## src/hdl/tdro_pkg.sv

```systemverilog
// Shared types, codes and constants of the triangle depth raster and occlusion unit.
// Used by the datapath, controller and top level; depends on nothing.
package tdro_pkg;

  localparam int CW = 16;
  localparam int DENW = 36;
  localparam int ZCHUNK = 16;

  localparam int DEF_MAX_WIDTH = 256;
  localparam int DEF_MAX_HEIGHT = 128;
  localparam int DEF_DEPTH_BITS = 16;
  localparam int DEF_SUBPIXEL_BITS = 4;

  localparam logic [1:0] KIND_CLEAR = 2'd0;
  localparam logic [1:0] KIND_TRI = 2'd1;
  localparam logic [1:0] KIND_QUERY = 2'd2;

  localparam logic CFG_WIDTH = 1'b0;
  localparam logic CFG_HEIGHT = 1'b1;

  localparam int CFG_DW = 9;
  localparam logic [CFG_DW-1:0] RESET_WIDTH = 9'd256;
  localparam logic [7:0] RESET_HEIGHT = 8'd128;

  localparam logic [3:0] OP_IDLE = 4'd0;
  localparam logic [3:0] OP_LOAD = 4'd1;
  localparam logic [3:0] OP_BOX = 4'd2;
  localparam logic [3:0] OP_DEN = 4'd3;
  localparam logic [3:0] OP_COEF = 4'd4;
  localparam logic [3:0] OP_EDGE0 = 4'd5;
  localparam logic [3:0] OP_EDGE1 = 4'd6;
  localparam logic [3:0] OP_START = 4'd7;
  localparam logic [3:0] OP_MUL = 4'd8;
  localparam logic [3:0] OP_DIV = 4'd9;
  localparam logic [3:0] OP_READ = 4'd10;
  localparam logic [3:0] OP_WRITE = 4'd11;
  localparam logic [3:0] OP_QCHK = 4'd12;
  localparam logic [3:0] OP_NEXT = 4'd13;
  localparam logic [3:0] OP_CLR = 4'd14;
  localparam logic [3:0] OP_FINISH = 4'd15;

  typedef struct packed {
    logic [3:0] op;
  } cmd_t;

  typedef struct packed {
    logic [1:0] kind;
    logic       box_empty;
    logic       den_zero;
    logic       covered;
    logic       last_x;
    logic       last_y;
    logic       mul_last;
    logic       div_done;
    logic       clr_last;
  } stat_t;

endpackage

```

## src/hdl/tdro_ctrl.sv

```systemverilog
// Controller state machine: sequences setup, pixel walk, clearing and result hand-off.
// Depends on tdro_pkg; drives tdro_datapath through cmd_t and reads stat_t.
module tdro_ctrl (
  input  logic            clk,
  input  logic            rst,
  input  logic            s_tvalid,
  output logic            s_tready,
  output logic            m_tvalid,
  input  logic            m_tready,
  output tdro_pkg::cmd_t  cmd,
  input  tdro_pkg::stat_t stat
);
  import tdro_pkg::*;

  localparam logic [4:0] ST_RCLR = 5'd0;
  localparam logic [4:0] ST_IDLE = 5'd1;
  localparam logic [4:0] ST_BOX = 5'd2;
  localparam logic [4:0] ST_DEN = 5'd3;
  localparam logic [4:0] ST_COEF = 5'd4;
  localparam logic [4:0] ST_EDGE0 = 5'd5;
  localparam logic [4:0] ST_EDGE1 = 5'd6;
  localparam logic [4:0] ST_START = 5'd7;
  localparam logic [4:0] ST_PIX = 5'd8;
  localparam logic [4:0] ST_MUL = 5'd9;
  localparam logic [4:0] ST_DIVS = 5'd10;
  localparam logic [4:0] ST_DIVW = 5'd11;
  localparam logic [4:0] ST_READ = 5'd12;
  localparam logic [4:0] ST_WRITE = 5'd13;
  localparam logic [4:0] ST_QREAD = 5'd14;
  localparam logic [4:0] ST_QCHK = 5'd15;
  localparam logic [4:0] ST_NEXT = 5'd16;
  localparam logic [4:0] ST_CLR = 5'd17;
  localparam logic [4:0] ST_FIN = 5'd18;

  logic [4:0] state, state_next;
  logic       out_free;
  logic       is_tri;

  assign out_free = !m_tvalid || m_tready;
  assign is_tri = stat.kind == KIND_TRI;
  assign s_tready = state == ST_IDLE;

  always_comb begin
    state_next = state;
    cmd.op = OP_IDLE;
    unique case (state)
      ST_RCLR: begin
        cmd.op = OP_CLR;
        if (stat.clr_last) state_next = ST_IDLE;
      end
      ST_IDLE: begin
        if (s_tvalid) begin
          cmd.op = OP_LOAD;
          state_next = ST_BOX;
        end
      end
      ST_BOX: begin
        cmd.op = OP_BOX;
        case (stat.kind)
          KIND_CLEAR: state_next = ST_CLR;
          KIND_TRI, KIND_QUERY: state_next = ST_DEN;
          default: state_next = ST_FIN;
        endcase
      end
      ST_DEN: begin
        cmd.op = OP_DEN;
        if (stat.box_empty) state_next = ST_FIN;
        else if (is_tri) state_next = ST_COEF;
        else state_next = ST_START;
      end
      ST_COEF: begin
        cmd.op = OP_COEF;
        state_next = stat.den_zero ? ST_FIN : ST_EDGE0;
      end
      ST_EDGE0: begin
        cmd.op = OP_EDGE0;
        state_next = ST_EDGE1;
      end
      ST_EDGE1: begin
        cmd.op = OP_EDGE1;
        state_next = ST_START;
      end
      ST_START: begin
        cmd.op = OP_START;
        state_next = is_tri ? ST_PIX : ST_QREAD;
      end
      ST_PIX: state_next = stat.covered ? ST_MUL : ST_NEXT;
      ST_MUL: begin
        cmd.op = OP_MUL;
        if (stat.mul_last) state_next = ST_DIVS;
      end
      ST_DIVS: begin
        cmd.op = OP_DIV;
        state_next = ST_DIVW;
      end
      ST_DIVW: if (stat.div_done) state_next = ST_READ;
      ST_READ: begin
        cmd.op = OP_READ;
        state_next = ST_WRITE;
      end
      ST_WRITE: begin
        cmd.op = OP_WRITE;
        state_next = ST_NEXT;
      end
      ST_QREAD: begin
        cmd.op = OP_READ;
        state_next = ST_QCHK;
      end
      ST_QCHK: begin
        cmd.op = OP_QCHK;
        state_next = ST_NEXT;
      end
      ST_NEXT: begin
        cmd.op = OP_NEXT;
        if (stat.last_x && stat.last_y) state_next = ST_FIN;
        else state_next = is_tri ? ST_PIX : ST_QREAD;
      end
      ST_CLR: begin
        cmd.op = OP_CLR;
        if (stat.clr_last) state_next = ST_FIN;
      end
      ST_FIN: begin
        if (out_free) begin
          cmd.op = OP_FINISH;
          state_next = ST_IDLE;
        end
      end
      default: state_next = ST_IDLE;
    endcase
  end

  always_ff @(posedge clk) begin
    if (rst) begin
      state <= ST_RCLR;
      m_tvalid <= 1'b0;
    end else begin
      state <= state_next;
      if (state == ST_FIN && out_free) begin
        m_tvalid <= 1'b1;
      end else if (m_tready) begin
        m_tvalid <= 1'b0;
      end
    end
  end

`ifndef NO_ASSERTIONS
  a_accept_starts: assert property (@(posedge clk) disable iff (rst)
    (s_tvalid && s_tready) |=> (state == ST_BOX)) else $error("accepted word not started");
  a_write_after_read: assert property (@(posedge clk) disable iff (rst)
    (state == ST_WRITE) |-> ($past(state) == ST_READ)) else $error("write without read");
  a_no_accept_in_clear: assert property (@(posedge clk) disable iff (rst)
    (state == ST_RCLR) |-> !s_tready) else $error("accept during reset clear");
`endif

endmodule

```

## config.mk

```make
export PLATFORM = sky130hd
export DESIGN_NAME = tdro_ctrl
export DESIGN_NICKNAME = d
export VERILOG_FILES = /design/src/hdl/tdro_pkg.sv /design/src/hdl/tdro_ctrl.sv
export SDC_FILE = /design/constraint.sdc
export NUM_CORES = 1
export LEC_CHECK = 0
export BUFFER_PORTS_ARGS = -buffer_cell sky130_fd_sc_hd__buf_2
export CORE_MARGIN = 2
export CORE_UTILIZATION = 58
export CTS_CLUSTER_SIZE = 25
export DETAILED_ROUTE_END_ITERATION = 10
export GPL_TIMING_DRIVEN = 0
export PLACE_DENSITY = 0.87
export REMOVE_ABC_BUFFERS = 1
export SYNTH_ARGS = -nofsm -noshare
export SYNTH_HDL_FRONTEND = slang
export SYNTH_SLANG_ARGS = --single-unit
```

## constraint.sdc

```tcl
create_clock -name clk -period 4 [get_ports clk]
set_input_delay 0.2 -clock clk [delete_from_list [all_inputs] [get_ports clk]]
set_output_delay 0.2 -clock clk [all_outputs]
set_load 0.02 [all_outputs]
```

After elaboration in Yosys (flattened, before gate mapping)
Index checks and enable logic that the tools add are counted. W data, S select, Z words.

Eq/ne operators: 26. Muxes and demuxes: 19. Reductions and logical operators: 12.

Operator list (count): $pmux W5 S18 (1); $pmux W4 S15 (1); $mux W5 (10); $eq A5 B4 Y1 const B (8); $eq A5 B3 Y1 const B (4); $eq A5 B5 Y1 const B (3); $ne A2 B2 Y1 const B (6); $eq A5 B2 Y1 const B (2); $pmux W5 S2 (1); $reduce_or A2 Y1 (4); $reduce_and A6 Y1 (1); $eq A5 B1 Y1 const B (1); $logic_not A5 Y1 (1); $mux W4 (1); $mux W1 (3); $mux W3 (1); $eq A2 B1 Y1 const B (1); $eq A2 B2 Y1 const B (1); $logic_and A1 B1 Y1 (2); $logic_not A2 Y1 (1); $mux W2 (1); $reduce_bool A2 Y1 (1); $logic_not A1 Y1 (1); $logic_or A1 B1 Y1 (1).

Bits in registers: 6. Output and inout port bits: 6. Logic and storage cells: 59.

Depth between registers and ports, before layout
Depth in word-level cells: 4. Depth in mapped cells: 8. Gate-level depth less buffers: 7.

Worst setup path before layout
No wires, ideal clock.

Path kind: register to output. Start: register state[4]. End: output port cmd[0] (netlist name). Arrival time: 1.527 ns. Data required time: 3.800 ns. Setup slack: 2.273 ns. Stages on the path, launching flop included: 8. Cell sequence: dfxtp_1 > buf_2 > buf_2 > buf_2 > nand2_1 > nor2_1 > a21oi_1 > o31ai_1.

RTL lines: from (decl) (RTL line tdro_ctrl.sv:35) `logic [4:0] state, state_next;`; from (signal assigned) (RTL line tdro_ctrl.sv:137) `state <= state_next;`; to (decl) (RTL line tdro_ctrl.sv:10) `output tdro_pkg::cmd_t cmd,`.

==> flow_metrics.py <==
metrics = {
    "clock_network": {
        "cts_max_path_buffers": 2,
        "clkSlewWorstSetupHoldPaths_ps": 50,
        "cts.sink_count": 6,
        "cts-hold-fix-buffers": 0,
        "tritoncts": "yes",
        "root_buffer": "clkbuf_4",
        "post_cts_buffers": 0,
        "cts-resized-gates": 0,
        "cts_buffers": 3,
        "clock_latency_ps": 250,
        "htreeDepth": 1,
    },
    "die": {
        "start_util_pct": 62.2,
        "die_x_um": 44.4,
        "core_sq_um": 1520,
        "pin_count": 20,
        "die_y_um": 44.4,
        "die_area_sq_um": 1970,
        "core.rowCount": 14,
    },
    "synth": {
        "synth_common_cells": "nor2_1, buf_2, a21oi_1",
        "syn-cell-area_sq_um": 948,
        "synth_cell_types": 50,
        "syn_avg_cell_area_sq_um": 6.87,
        "ys_ff_latch": 6,
        "synthCells": 138,
        "ys_warn_count": 0,
        "ys.flop_type": "dfxtp_1",
        "ys_seq_area_share_pct": 12.7,
        "netlist.area_leader.share_pct": 12.7,
        "yosys-top-cells-area": "dfxtp_1, nor2_1, buf_2",
        "synth.most_common_cell": "nor2_1",
        "synth_area_leader_cell": "dfxtp_1",
        "synthArstFlopShare_pct": 0,
        "synth_edf_count": 0,
    },
    "drt": {
        "ant_nets": 0,
        "vias": 1046,
        "wirelength_um": 2330,
        "firstDrtPassIters": 4,
        "drt_iter0_markers": 40,
        "drc_errors": 0,
        "vias_per_cell": 6.46,
        "wire_per_inst_um": 14.4,
    },
    "final_layout": {
        "diodes": 0,
        "utilization_pct": 66.3,
        "fillers": 144,
        "final_layout_size_suffix_gt1_share_pct": 21.9,
        "syn_to_final_growth_pct": 6.60,
        "nets": 166,
    },
    "worst_setup_path": {
        "cp_max_fo": 26,
        "critPathLaunchType": "flip-flop",
        "cp_cell_sequence": "nor2_1 > a21oi_1 > nor2_1 > a211oi_1 > o32ai_1 > buf_2",
        "cp_slowest_cell": "dfxtp_1",
        "critPathRequiredTime_ps": 3800,
        "critPathMostFrequentCell": "nor2_1",
        "arrival_ps": 2010,
        "slowest_delay_ps": 840,
        "crit_type": "flip-flop to output port",
        "worstSetupEndpointType": "output port",
    },
    "power": {
        "p_leak_nw": 0.434,
        "power_uw": 595,
        "ir_drop_v": 0.000319,
        "powerDensity_nw_per_um2": 588,
    },
    "timing": {
        "hold_slack_ps": 188,
        "slew_headroom_pct": 42.2,
        "skew_ps": 7.51,
        "setup_viol": 0,
        "min_period_ps": 2210,
        "fmax_ghz": 0.452,
        "rsz0062_at_grt": "no",
        "worstMarginPinSlew_ps": 866,
        "finalCritPeriodShare_pct": 55.3,
        "hold_viol": 0,
        "slew_viol_final": 0,
        "final.setup.tns_ps": 0,
    },
    "global_route": {
        "grt_pass1_wl_um": 3690,
        "grt_start_max_net_pins": 28,
        "antenna_found_initial": 0,
        "overflow": 0,
        "first_global_vias": 876,
        "grtUsageTotal_pct": 25.1,
    },
    "placement": {
        "port_buffers": 19,
        "gp_congestion": 0.850,
        "hpwlAfterDp_um": 1610,
    },
    "status": {
        "status": "complete, no violations",
    },
    "min_path": {
        "hold_class": "input pin to flip-flop",
    },
    "run": {
        "cap_violations": 0,
    },
}
## worst paths after layout
path / startpoint / endpoint / slack [ps] / cells past startpoint
setup reg to reg: state[3] / state[0] / 1820 / 5
setup / recovery: state[1] / cmd[2] / 1790 / 6
hold / removal: rst / state[3] / 190 / 2
hold reg to reg: m_tvalid / m_tvalid / 610 / 2
## per-stage QoR
stage	instance area, sq um	std cells	worst slack (ps)
6_report	1010	162	1790
5_1_grt	1010	162	1680
4_1_cts	1010	162	1830
3_5_place_dp	988	159	1900
3_3_place_gp	988	159	2000
2_1_floorplan	873	124	2130
## kinds of logic after synthesis
| kind of cell | Yosys count | share of synthesized area (%) |
|---|---|---|
| buffers and inverters | 20 | 10.3 |
| multiplexers | 3 | 3.43 |
| flip-flops | 6 | 12.7 |
| AND/OR/NAND/NOR | 62 | 35.5 |
| XOR/XNOR | 1 | 0.924 |
| adder cells (fa/ha/maj) | 4 | 5.28 |
| AO/OA/AOI/OAI | 42 | 31.9 |
## routing by layer
metal / global-route usage (%) / wire, um
met1: 30.0 / 1050
met2: 42.9 / 1140
met3: 5.71 / 136
met4: 10.3 / 10
met5: 0 / 0
## state kept, by name, indices dropped and copies added (netlist names)
| register | cells |
|---|---|
| m_tvalid | 1 |
| state | 5 |
## critical path, delay by kind of cell, from the launching register on
kind	cells	cell delay [ps]
AOI/OAI and AO/OA	3	520
buffers and inverters	1	210
DFF	1	840
and+or+nand+nor	2	190
## layout make-up
cell class,count,area (sq um),area share [%]
flip-flops and latches,6,120,11.9
clock buffers,3,22.5,2.23
multi-input cells,112,731,72.3
well taps,16,20.0,1.98
repair buffers,19,95.1,9.41
inverters,6,22.5,2.23
## layout by cell type (no fill, tap or decap), types with 2 or more instances in the layout
cell type  instances
nor3_1             2
a21oi_1           11
o32ai_1            2
and3b_1            3
mux2_2             2
a31oi_1            2
nor3b_1            2
nor2_1            23
nand3b_1           2
or2_2              2
nand3_1            3
a211oi_1           3
and2_1             2
a22oi_1            2
buf_2             19
o22ai_1            2
o221ai_1           2
clkbuf_4           3
o21ai_0            4
inv_1              6
dfxtp_1            6
nor2b_1            6
nand2_1            8
ha_1               4
## power by group
| group | internal, mW | switching, mW | leakage (nW) |
|---|---|---|---|
| combinational | 0.175 | 0.207 | 0.372 |
| clock | 0.0341 | 0.0243 | 0.0138 |
| sequential | 0.0727 | 0.0820 | 0.0488 |
Power figures use the tool's default switching activity.
